[src/sv/fcb_pkg.sv]
// Package for the two-channel 243-tap comb band-stop FIR filter.
// Holds the controller state type, the command and status structs and the coefficient table.
// Depends on nothing; fcb_ctrl, fcb_dpath and the top level import it.
`default_nettype none

package fcb_pkg;

   localparam int TAPS   = 243;
   localparam int IDX_W  = 8;
   localparam int DATA_W = 16;
   localparam int PROD_W = 32;
   localparam int ACC_W  = 40;
   localparam int FRAC_W = 15;
   localparam int Q_W    = ACC_W - FRAC_W;
   localparam int SUM_W  = Q_W + 1;
   localparam logic [DATA_W-1:0] MID_RESET = 16'd32768;
   localparam logic [DATA_W-1:0] SAT_MAX   = 16'd65535;
   localparam logic [FRAC_W-1:0] ROUND_BIAS = 15'd32767;

   typedef enum logic [2:0] {
      ST_CLEAR,
      ST_IDLE,
      ST_RUN,
      ST_DRAIN,
      ST_SCALE,
      ST_EMIT
   } fcb_state_type;

   typedef struct packed {
      logic clr_en;
      logic load;
      logic issue;
      logic scale;
      logic emit;
   } fcb_cmd_type;

   typedef struct packed {
      logic clr_last;
      logic tap_last;
      logic pipe_busy;
      logic out_free;
   } fcb_stat_type;

   // Coefficients in Q15; the entries past the last tap are zero.
   localparam logic signed [DATA_W-1:0] COEF_ROM [0:255] = '{
      -16'sd1, -16'sd1, -16'sd2, -16'sd3, -16'sd2, -16'sd1, 16'sd0, 16'sd2, 16'sd4, 16'sd7,
      16'sd7, 16'sd5, 16'sd5, 16'sd4, 16'sd1, -16'sd3, 16'sd0, 16'sd5, 16'sd7, 16'sd9,
      16'sd17, 16'sd24, 16'sd21, 16'sd13, 16'sd13, 16'sd11, 16'sd0, -16'sd9, 16'sd3, 16'sd20,
      16'sd27, 16'sd37, 16'sd64, 16'sd81, 16'sd61, 16'sd28, 16'sd3, -16'sd41, -16'sd124,
      -16'sd199, -16'sd228, -16'sd244,
      -16'sd269, -16'sd251, -16'sd160, -16'sd64, -16'sd10, 16'sd55, 16'sd155, 16'sd204,
      16'sd159, 16'sd114, 16'sd118, 16'sd85, -16'sd13, -16'sd49, 16'sd25, 16'sd80, 16'sd61,
      16'sd103, 16'sd233, 16'sd274, 16'sd174, 16'sd119, 16'sd160, 16'sd109, -16'sd53,
      -16'sd80, 16'sd76, 16'sd160, 16'sd128, 16'sd238, 16'sd480, 16'sd512, 16'sd292,
      16'sd151, 16'sd102, -16'sd209, -16'sd734, -16'sd1007, -16'sd997, -16'sd1124, -16'sd1326,
      -16'sd1106, -16'sd550, -16'sd251, -16'sd183, 16'sd197, 16'sd736, 16'sd750, 16'sd383,
      16'sd375, 16'sd590, 16'sd288, -16'sd262, -16'sd162, 16'sd326, 16'sd242, -16'sd113,
      16'sd269, 16'sd946, 16'sd721, 16'sd63, 16'sd281,
      16'sd821, 16'sd266, -16'sd637, -16'sd187, 16'sd785, 16'sd348, -16'sd498, 16'sd468,
      16'sd1910, 16'sd989, -16'sd749, 16'sd267, 16'sd2066, -16'sd356, -16'sd4516, -16'sd1675,
      16'sd8603, 16'sd14615, 16'sd8603, -16'sd1675, -16'sd4516, -16'sd356, 16'sd2066, 16'sd267,
      -16'sd749, 16'sd989, 16'sd1910, 16'sd468,
      -16'sd498, 16'sd348, 16'sd785, -16'sd187, -16'sd637, 16'sd266, 16'sd821, 16'sd281,
      16'sd63, 16'sd721, 16'sd946, 16'sd269, -16'sd113, 16'sd242, 16'sd326, -16'sd162,
      -16'sd262, 16'sd288, 16'sd590, 16'sd375, 16'sd383, 16'sd750, 16'sd736, 16'sd197,
      -16'sd183, -16'sd251, -16'sd550, -16'sd1106, -16'sd1326, -16'sd1124,
      -16'sd997, -16'sd1007, -16'sd734, -16'sd209, 16'sd102, 16'sd151, 16'sd292, 16'sd512,
      16'sd480, 16'sd238, 16'sd128, 16'sd160, 16'sd76, -16'sd80, -16'sd53, 16'sd109, 16'sd160,
      16'sd119, 16'sd174, 16'sd274, 16'sd233, 16'sd103, 16'sd61, 16'sd80, 16'sd25, -16'sd49,
      -16'sd13, 16'sd85, 16'sd118, 16'sd114, 16'sd159, 16'sd204, 16'sd155,
      16'sd55, -16'sd10, -16'sd64, -16'sd160, -16'sd251, -16'sd269, -16'sd244, -16'sd228,
      -16'sd199, -16'sd124, -16'sd41, 16'sd3, 16'sd28, 16'sd61, 16'sd81, 16'sd64, 16'sd37,
      16'sd27, 16'sd20, 16'sd3, -16'sd9, 16'sd0, 16'sd11, 16'sd13, 16'sd13, 16'sd21, 16'sd24,
      16'sd17, 16'sd9, 16'sd7, 16'sd5, 16'sd0, -16'sd3, 16'sd1, 16'sd4, 16'sd5, 16'sd5, 16'sd7,
      16'sd7, 16'sd4,
      16'sd2, 16'sd0, -16'sd1, -16'sd2, -16'sd3, -16'sd2, -16'sd1, -16'sd1,
      16'sd0, 16'sd0, 16'sd0, 16'sd0, 16'sd0, 16'sd0, 16'sd0, 16'sd0, 16'sd0, 16'sd0,
      16'sd0, 16'sd0, 16'sd0
   };

endpackage

`default_nettype wire

[src/sv/fcb_ctrl.sv]
// Controller state machine of the comb band-stop FIR filter.
// Depends on fcb_pkg; drives the datapath through fcb_cmd_type and reads fcb_stat_type.
`default_nettype none

module fcb_ctrl
   import fcb_pkg::*;
(
   input  wire logic         clock,
   input  wire logic         reset,
   input  wire logic         req_valid,
   output logic              req_ready,
   input  wire fcb_stat_type stat,
   output fcb_cmd_type       cmd
);

   fcb_state_type state_ff;
   fcb_state_type state_in;

   always_ff @(posedge clock) begin
      if (reset) begin
         state_ff <= ST_CLEAR;
      end else begin
         state_ff <= state_in;
      end
   end

   always_comb begin
      state_in = state_ff;
      unique case (state_ff)
         ST_CLEAR: begin
            if (stat.clr_last) state_in = ST_IDLE;
         end
         ST_IDLE: begin
            if (req_valid) state_in = ST_RUN;
         end
         ST_RUN: begin
            if (stat.tap_last) state_in = ST_DRAIN;
         end
         ST_DRAIN: begin
            if (!stat.pipe_busy) state_in = ST_SCALE;
         end
         ST_SCALE: begin
            state_in = ST_EMIT;
         end
         ST_EMIT: begin
            if (stat.out_free) state_in = ST_IDLE;
         end
         default: begin
            state_in = ST_CLEAR;
         end
      endcase
   end

   always_comb begin
      cmd       = '0;
      req_ready = 1'b0;
      unique case (state_ff)
         ST_CLEAR: cmd.clr_en = 1'b1;
         ST_IDLE: begin
            req_ready = 1'b1;
            cmd.load  = req_valid;
         end
         ST_RUN:   cmd.issue = 1'b1;
         ST_DRAIN: cmd = '0;
         ST_SCALE: cmd.scale = 1'b1;
         ST_EMIT:  cmd.emit = stat.out_free;
         default:  cmd = '0;
      endcase
   end

   assert property (@(posedge clock) disable iff (reset)
      (state_ff == ST_RUN && stat.tap_last) |=> state_ff == ST_DRAIN)
      else $error("tap sweep did not end after the last tap");

   assert property (@(posedge clock) disable iff (reset)
      (state_ff == ST_SCALE) |-> !stat.pipe_busy)
      else $error("scaling started before the accumulation finished");

   assert property (@(posedge clock) disable iff (reset)
      (state_ff == ST_CLEAR) |-> !req_ready)
      else $error("request taken during the clearing pass");

endmodule

`default_nettype wire

[config.mk]
export PLATFORM = sky130hd
export DESIGN_NAME = fcb_ctrl
export DESIGN_NICKNAME = d
export VERILOG_FILES = /design/src/sv/fcb_pkg.sv /design/src/sv/fcb_ctrl.sv
export SDC_FILE = /design/constraint.sdc
export NUM_CORES = 1
export LEC_CHECK = 0
export BUFFER_PORTS_ARGS = -buffer_cell sky130_fd_sc_hd__buf_2
export CORE_AREA = 2 2 39 41
export DETAILED_ROUTE_END_ITERATION = 10
export DIE_AREA = 0 0 41 43
export MAX_ROUTING_LAYER = met4
export SETUP_SLACK_MARGIN = 0.3
export SLEW_MARGIN = 5
export SYNTH_ARGS = -nofsm -noshare
export SYNTH_HDL_FRONTEND = slang
export SYNTH_SLANG_ARGS = --single-unit
[constraint.sdc]
create_clock -name clock -period 1.35 [get_ports clock]
set_input_delay 0.0675 -clock clock [delete_from_list [all_inputs] [get_ports clock]]
set_output_delay 0.0675 -clock clock [all_outputs]
set_load 0.05 [all_outputs]
==> results by group, run 1 <==
Yosys
  • Post-Syn Area: 190 um2
  • Cells after Synth: 25
  • Synth top area share: 0.316
  • Yosys cell types: 16
  • Top cells by area, synth: dfxtp_1 (32%), nor3_1 (7.9%), nor2_1 (7.9%)
  • Mapped Nets: 32
  • Primary FF master, synth: dfxtp_1
  • Top-count cell post-synth: nor2_1
  • Mean post-synth cell area: 7.61 um2
  • Async S/R FF share, synth: 0
  • Synthesis-stage register bit count: 3
  • Part of the Yosys area used for sequential elements: 0.316
  • Commonest cells post-synth: nor2_1 (4), dfxtp_1 (3), nand2_1 (3), nor3_1 (3)
  • Warning count from the yosys run: 0
  • Post-synth top area cell: dfxtp_1
  • EDFF count, synth: 0

Critical path
  • CP Launch Type: flip-flop
  • Critical-path top delay cell: dfxtp_4
  • CP max FO: 5
  • Slowest stage delay, CP: 0.37 ns
  • Arrival @ worst endpoint: 1.06 ns
  • CP cell instances: nor2_2 > and2_2 > buf_6
  • Worst Path Required: 1.28 ns
  • Crit path kind: flip-flop to primary output
  • WP buf/inv: 1
  • Critical path endpoint category: primary output
  • Largest delay share family, worst path: flip-flops

Timing
  • Relative slew slack: 0.792
  • Fin crit share: 0.834
  • Final hold viol count: 0
  • Fmax: 0.888 GHz
  • Final slew viol count: 0
  • RSZ-0062 raised after global routing: yes
  • Setup TNS: 0 ns
  • Clock Skews: 0.00280 ns
  • Setup ws final: 0.224 ns
  • Fin crit period: 1.13 ns
  • Final setup fails: 0
  • Tightest Pin Transition: 0.311 ns

Placed design
  • Port bufs: 12
  • Post-Place Setup Slack: 0.0980 ns
  • Placed Cells: 52
  • Routability cong.: 0.767
  • Post-detail-place hpwl: 429 um

Clock tree
  • Max H-tree Level: 1
  • CTS max path bufs: 2
  • CTS sink count: 3
  • Root Driver: clkbuf_4
  • Clk_lat worst skew: 0.23 ns
  • CTS Buf Count: 3
  • Clk slew on worst S/H paths: 0.04 ns
  • CTS tree: built
  • CTS Hold Buffers Added: 0

Drt
  • Total number of vias: 257
  • Post-DRT Antenna Nets: 0
  • Avg Vias per Cell: 4.28
  • WL final: 676 um
  • 1st-iter DRT viols: 3
  • Drt wl/cell: 11.3 um
  • # DRC: 0
  • Detailed Routing Iterations Pass 1: 4

Die
  • Core area: 1380 um2
  • Chip Width: 41 um
  • Top-level port count: 13
  • Die Y: 43 um
  • Die area: 1760 um2
  • Initial Utilization: 0.137
  • Num rows: 14

Flow run
  • Max Cap Viol: 0

Finish
  • Final Util: 0.313
  • Largest Register: state_ff
  • Max reg flops: 3
  • Flip-flop and latch area: 71.3 um2
  • Final non-filler cell total: 60
  • # fillers: 156
  • Leading registers by flop count: state_ff (3)
  • Layout Area Growth over Synthesis: 128%
  • # diodes: 0
  • Layout cells sized above 1: 0.773
  • Area of the multi-input gates: 166 um2
  • Fin nets: 52

Power and ir drop
  • Final Total Pwr: 0.000450 W
  • P_leak: 0.173 nW
  • Peak VDD IR: 0.000348 V
  • Pwr Density: 1040 nW/um2

GRT
  • Vias in the first global route: 248
  • Antenna violations before repair: 0
  • Largest net degree at the start of global routing: 9
  • GRT Total Usage: 0.0924
  • Global route overflow: 0
  • First-pass GRT wire length: 1000 um

Worst hold path
  • Worst hold path type: input pin to flip-flop

Status
  • Status: completed
cell families after synthesis:
logic type | Yosys count | share of synthesized area
buffers and inverters | 3 | 0.0986
AO/OA/AOI/OAI | 5 | 0.191
multiplexers | 1 | 0.0526
flip-flops | 3 | 0.316
AND/OR/NAND/NOR | 13 | 0.342
report_power, final:
part	switching, W	leakage [nW]	total [W]	internal (W)
Combinational	0.0000968	0.132	0.000176	0.0000790
Clock	0.0000484	0.0150	0.000159	0.000111
Sequential	0.0000193	0.0267	0.000115	0.0000957
cells in the final DEF (no fill, tap or decap), drive strengths merged:
cell | Yosys | routed
buf | 1 | 17
nor3 | 3 | 3
nor4bb | 1 | 1
a31oi | 1 | 1
a2111oi | 1 | 1
clkbuf | 1 | 4
nand2 | 3 | 3
dfxtp | 3 | 3
inv | 1 | 1
o21ai | 1 | 1
nor2 | 4 | 4
o21a | 1 | 1
and2 | 1 | 1
nor3b | 1 | 1
a211oi | 1 | 1
mux2i | 1 | 1
repair_timing:
| item | CTS | global route |
|---|---|---|
| setup buffers | 4 | 0 |
| endpoints found under the setup margin | 9 | 9 |
| pin swaps | 2 | 1 |
| resized for setup | 22 | 5 |
| endpoints found under the hold margin | 0 | 0 |
| gates cloned | 0 | 0 |
area by class of cell:
class | count | area share
timing repair buffer | 17 | 0.329
tap | 16 | 0.0462
multi-input combinational | 19 | 0.384
clock buffer | 4 | 0.0607
sequential | 3 | 0.165
inverter | 1 | 0.0145
metrics by stage:
| step | instance area, um2 | hold slack, ns |
|---|---|---|
| finish | 433 | 0.0333 |
| global route | 433 | 0.0150 |
| CTS | 412 | 0.0140 |
| detailed placement | 294 | 0.269 |
| global placement | 294 | 0.271 |
| floorplan | 223 | 0.140 |
path summary, 6_finish.rpt:
path                                  start           to  slack, ns  depth (start not counted)
worst max-delay path            state_ff[1]    req_ready       0.22                          3
worst min register to register  state_ff[2]  state_ff[1]       0.49                          1
worst min-delay path                  reset  state_ff[2]       0.03                          2
worst max register to register  state_ff[1]  state_ff[2]       0.28                          4
routing by layer:
layer / share of wire / global-route usage
met5: 0 / -
met4: 0.021 / 0.100
met3: 0.041 / 0.0366
met2: 0.55 / 0.122
met1: 0.39 / 0.0927
(Power assumes the default switching activity.)
==> run 2, diff against run 1 <==
- clock period: 1.35 -> 1.08 ns (I/O delays scaled with it)
==> run 2 against run 1 <==
  * The run now ends with negative setup slack left
  * Final cell count is 3.3% higher
  * Combinational power grew 39%
  * Clock skew rose by 0.0016 ns
  * Critical path depth unchanged
  * Worst hold slack got worse by 0.027 ns
  * Non-clock buffer count is 2 higher
  * Setup slack worse by 0.29 ns
  * Global-route usage up 0.96 points
  * Core utilization increased by 3.9 points
  * Wire length fell by 6.5%
  * Sequential share of layout area fell by 1.8 points
  * Highest routed layer unchanged
==> results by group, run 2 (synthesis results as in run 1) <==
Power and ir drop
  • Switching share of power: 0.368
  • Combinational fraction of design power: 0.413
  • Sequential power share: 0.240
  • Clock power frac: 0.346
  • Peak VDD IR: 0.000378 V
  • P_leak: 0.193 nW
  • Internal power: 0.000374 W
  • Switching power: 0.000218 W
  • Pwr Density: 1220 nW/um2

Clock tree
  • CTS Hold Buffers Added: 0
  • Clk_lat worst skew: 0.24 ns
  • CTS sink count: 3
  • Clk slew on worst S/H paths: 0.04 ns
  • CTS max path bufs: 2
  • CTS Buf Count: 3
  • Max H-tree Level: 1
  • Root Driver: clkbuf_4
  • CTS tree: built

Die
  • Chip Width: 41 um
  • Die area: 1760 um2
  • Core area: 1380 um2
  • Die Y: 43 um
  • Top-level port count: 13
  • Initial Utilization: 0.137
  • Num rows: 14

Critical path
  • CP Launch Type: flip-flop
  • Arrival @ worst endpoint: 1.09 ns
  • Crit path kind: flip-flop to primary output
  • Worst Path Required: 1.03 ns
  • Critical path endpoint category: primary output
  • CP max FO: 7

GRT
  • Antenna violations before repair: 0
  • Global route overflow: 0
  • Largest net degree at the start of global routing: 8
  • First-pass GRT wire length: 1120 um
  • GRT Total Usage: 0.102
  • Vias in the first global route: 287

Drt
  • Post-DRT Antenna Nets: 0
  • Drt wl/cell: 10.2 um
  • 1st-iter DRT viols: 1
  • Detailed Routing Iterations Pass 1: 2
  • WL final: 632 um
  • Total number of vias: 263
  • # DRC: 0
  • Avg Vias per Cell: 4.24

Timing
  • Fmax: 0.872 GHz
  • Clock Skews: 0.00435 ns
  • Relative slew slack: 0.805
  • Setup ws final: -0.0662 ns
  • RSZ-0062 raised after global routing: yes
  • Final setup fails: 5
  • Final slew viol count: 0
  • Final hold viol count: 0
  • Setup TNS: -0.198 ns
  • Fin crit share: 1.06
  • Tightest Pin Transition: 0.292 ns
  • Fin crit period: 1.15 ns

Placed design
  • Post-detail-place hpwl: 437 um
  • Post-Place Setup Slack: 0.0565 ns
  • Routability cong.: 0.771
  • Port bufs: 12
  • Dpl cell area: 343 um2

Finish
  • Commonest non-fill, non-tap cells in the layout: buf_6 (8), buf_2 (6)
  • Max reg flops: 3
  • Largest Register: state_ff
  • Most common cell after layout, fill and taps aside: buf_6
  • Leading registers by flop count: state_ff (3)
  • Layout cells sized above 1: 0.804
  • Fin nets: 54
  • # diodes: 0
  • Finished Cell Area: 487 um2
  • Layout Area Growth over Synthesis: 156%

Worst hold path
  • Worst hold path type: input pin to flip-flop

Status
  • Violated checks: negative setup slack
  • Status: complete, but fails checks

Flow run
  • Max Cap Viol: 0
## run 2: cell count changes in the layout (fill, tap and decap cells not counted), sizes merged
| cell | change |
|---|---|
| buf | +2 |
## run 2: power groups by stage
stage               Clock (W)  Combinational, W  Sequential, W
floorplan                   0          0.000160       0.000133
global placement            0          0.000178       0.000144
detailed placement          0          0.000180       0.000145
CTS                  0.000211          0.000225       0.000142
global route         0.000228          0.000260       0.000144
finish               0.000205          0.000245       0.000142
## run 2: stage by stage
step,instances,util,total power [W],hold WS [ns]
2_1_floorplan,25,-,0.000293,0.124
3_3_place_gp,54,0.248,0.000323,0.259
3_5_place_dp,54,0.248,0.000325,0.262
4_1_cts,61,0.325,0.000577,0.0108
5_1_grt,62,0.352,0.000632,0.0159
6_report,62,0.352,0.000592,0.00679
## run 2: critical path: stages (launching register included)
cell and delay (ns):
dfxtp_4 0.37, buf_6 0.13, nor3_4 0.18, buf_6 0.18
## run 2: cell type report
| class | instances | area [um2] |
|---|---|---|
| well taps | 16 | 20.0 |
| repair buffers | 19 | 178 |
| multi-input cells | 19 | 185 |
| clock buffers | 4 | 26.3 |
| flip-flops and latches | 3 | 71.3 |
| fillers | 156 | 897 |
| inverters | 1 | 6.26 |
## run 2: path summary, 6_finish.rpt
| check | depth (start not counted) | slack [ns] | end | start |
|---|---|---|---|---|
| max | 3 | -0.07 | cmd[4] | state_ff[2] |
| min | 2 | 0.007 | state_ff[0] | reset |
| max reg2reg | 4 | 0.03 | state_ff[0] | state_ff[0] |
| min reg2reg | 1 | 0.50 | state_ff[1] | state_ff[2] |
## run 2: per-layer routing
layer,vias to the layer above,global-route usage,part of all wire
met1,118,0.100,0.38
met5,-,-,0
met2,12,0.147,0.52
met4,0,0.100,0.027
met3,2,0.0314,0.073
li1,131,-,-
## run 2: what timing repair did
action,in CTS,in global routing
pin swaps,3,3
gates resized for setup,19,4
buffers inserted,3,1
setup endpoints to repair,9,9
==> run 3, diff against run 2 <==
- GPL_TIMING_DRIVEN: unset -> 0
==> run 3 against run 2 <==
  * The flow still finishes with violations (negative setup slack)
  * Clock power is 2% lower
  * Non-clock buffer count is 2 lower
  * Combinational power is 6% higher
  * Critical path depth is 1 higher
  * Highest routed layer unchanged
  * Via count is 1.5% lower
  * Largest power group unchanged
  * Clock-buffer cell count stayed put
  * Sequential cell count stayed put
  * Critical path type unchanged
  * Worst hold slack better by 0.0057 ns
  * Sequential power is 4% lower
==> results by group, run 3 (synthesis results as in run 1) <==
Drt
  • Detailed Routing Iterations Pass 1: 2
  • WL final: 607 um
  • Avg Vias per Cell: 4.32
  • Post-DRT Antenna Nets: 0
  • Drt wl/cell: 10.1 um
  • 1st-iter DRT viols: 3
  • # DRC: 0
  • Total number of vias: 259

Die
  • Die Y: 43 um
  • Core area: 1380 um2
  • Chip Width: 41 um
  • Num rows: 14
  • Die area: 1760 um2
  • Initial Utilization: 0.137
  • Top-level port count: 13

Clock tree
  • CTS Buf Count: 3
  • Clk_lat worst skew: 0.24 ns
  • Root Driver: clkbuf_4
  • Clk slew on worst S/H paths: 0.03 ns
  • CTS max path bufs: 2
  • CTS sink count: 3
  • Max H-tree Level: 1
  • CTS tree: built

Timing
  • Final setup fails: 7
  • Final slew viol count: 0
  • Setup TNS: -0.205 ns
  • Setup ws final: -0.0499 ns
  • Fin crit period: 1.13 ns
  • Fmax: 0.885 GHz
  • RSZ-0062 raised after global routing: yes
  • Clock Skews: 0.00239 ns
  • Tightest Pin Transition: 0.293 ns
  • Relative slew slack: 0.804
  • Fin crit share: 1.05
  • Final hold viol count: 0

Power and ir drop
  • Internal power: 0.000382 W
  • Combinational fraction of design power: 0.436
  • Final Total Pwr: 0.000597 W
  • Clock power frac: 0.336
  • Switching power: 0.000215 W
  • Peak VDD IR: 0.000473 V
  • P_leak: 0.190 nW
  • Switching share of power: 0.360
  • Pwr Density: 1220 nW/um2
  • Sequential power share: 0.228

Critical path
  • Worst Path Required: 1.03 ns
  • Slowest stage delay, CP: 0.31 ns
  • CP Launch Type: flip-flop
  • Critical path endpoint category: primary output
  • Arrival @ worst endpoint: 1.08 ns
  • CP max FO: 7
  • Critical-path top delay cell: dfxtp_2
  • CP cell instances: clkbuf_16 > nor2_4 > and2_4 > buf_8
  • Crit path kind: flip-flop to primary output

GRT
  • Global route overflow: 0
  • Vias in the first global route: 244
  • Antenna violations before repair: 0
  • First-pass GRT wire length: 1000 um
  • GRT Total Usage: 0.0947
  • Largest net degree at the start of global routing: 8

Flow run
  • Max Cap Viol: 0

Finish
  • Largest Register: state_ff
  • Layout Area Growth over Synthesis: 157%
  • Layout cells sized above 1: 0.795
  • Final non-filler cell total: 60
  • Final Util: 0.353
  • Max reg flops: 3
  • Leading registers by flop count: state_ff (3)
  • Most common cell after layout, fill and taps aside: buf_2
  • Commonest non-fill, non-tap cells in the layout: buf_2 (6), buf_6 (5)
  • Fin nets: 52
  • # diodes: 0

Placed design
  • Placed Cells: 53
  • Routability cong.: 0.732
  • Post-detail-place hpwl: 391 um
  • Port bufs: 12

Status
  • Status: complete, but fails checks
  • Violated checks: negative setup slack

Worst hold path
  • Worst hold path type: input pin to flip-flop
-- run 3: critical path, delay by kind of cell (launching register included) --
kind,cells,cell delay [ns]
buffers and inverters,2,0.29
and+or+nand+nor,2,0.24
DFF,1,0.31
-- run 3: power groups by stage --
stage               Combinational [W]  Sequential [W]  Clock (W)
floorplan                    0.000160        0.000133          0
global placement             0.000196        0.000134          0
detailed placement           0.000197        0.000134          0
CTS                          0.000254        0.000136   0.000209
global route                 0.000274        0.000136   0.000228
finish                       0.000260        0.000136   0.000201
-- run 3: metal layers --
metal	part of all wire	wire (um)	track usage	up-vias
met5	0	0	-	-
met4	0.023	14	0.100	0
met3	0.058	35	0.0471	2
met2	0.50	306	0.116	11
met1	0.41	250	0.100	120
li1	-	-	-	126
-- run 3: final timing paths --
kind | from | endpoint | cells after the start | slack (ns)
worst max-delay path | state_ff[2] | req_ready | 4 | -0.05
worst min-delay path | reset | state_ff[2] | 2 | 0.01
worst max register to register | state_ff[0] | state_ff[0] | 5 | -0.02
worst min register to register | state_ff[1] | state_ff[0] | 2 | 0.62
-- run 3: metrics by stage --
step / area [um2] / hold slack [ns] / setup WS [ns]
2_1_floorplan: 269 / 0.124 / 0.0609
3_3_place_gp: 349 / 0.260 / 0.0598
3_5_place_dp: 349 / 0.254 / 0.0459
4_1_cts: 469 / 0.00409 / -0.0538
5_1_grt: 488 / 0.00353 / -0.0868
6_report: 488 / 0.0125 / -0.0499
-- run 3: cell type report --
type	instances	area, um2
inverters	1	6.26
multi-input cells	19	198
flip-flops and latches	3	66.3
repair buffers	15	131
clock buffers	4	26.3
plain buffers	2	40.0
well taps	16	20.0
fillers	147	896
-- run 3: timing repair --
action | CTS | global route
pin swaps | 3 | 0
gates resized for setup | 21 | 3
cloned | 0 | 0
setup endpoints to repair | 9 | 9
setup buffers | 3 | 0
hold buffers | 0 | 0
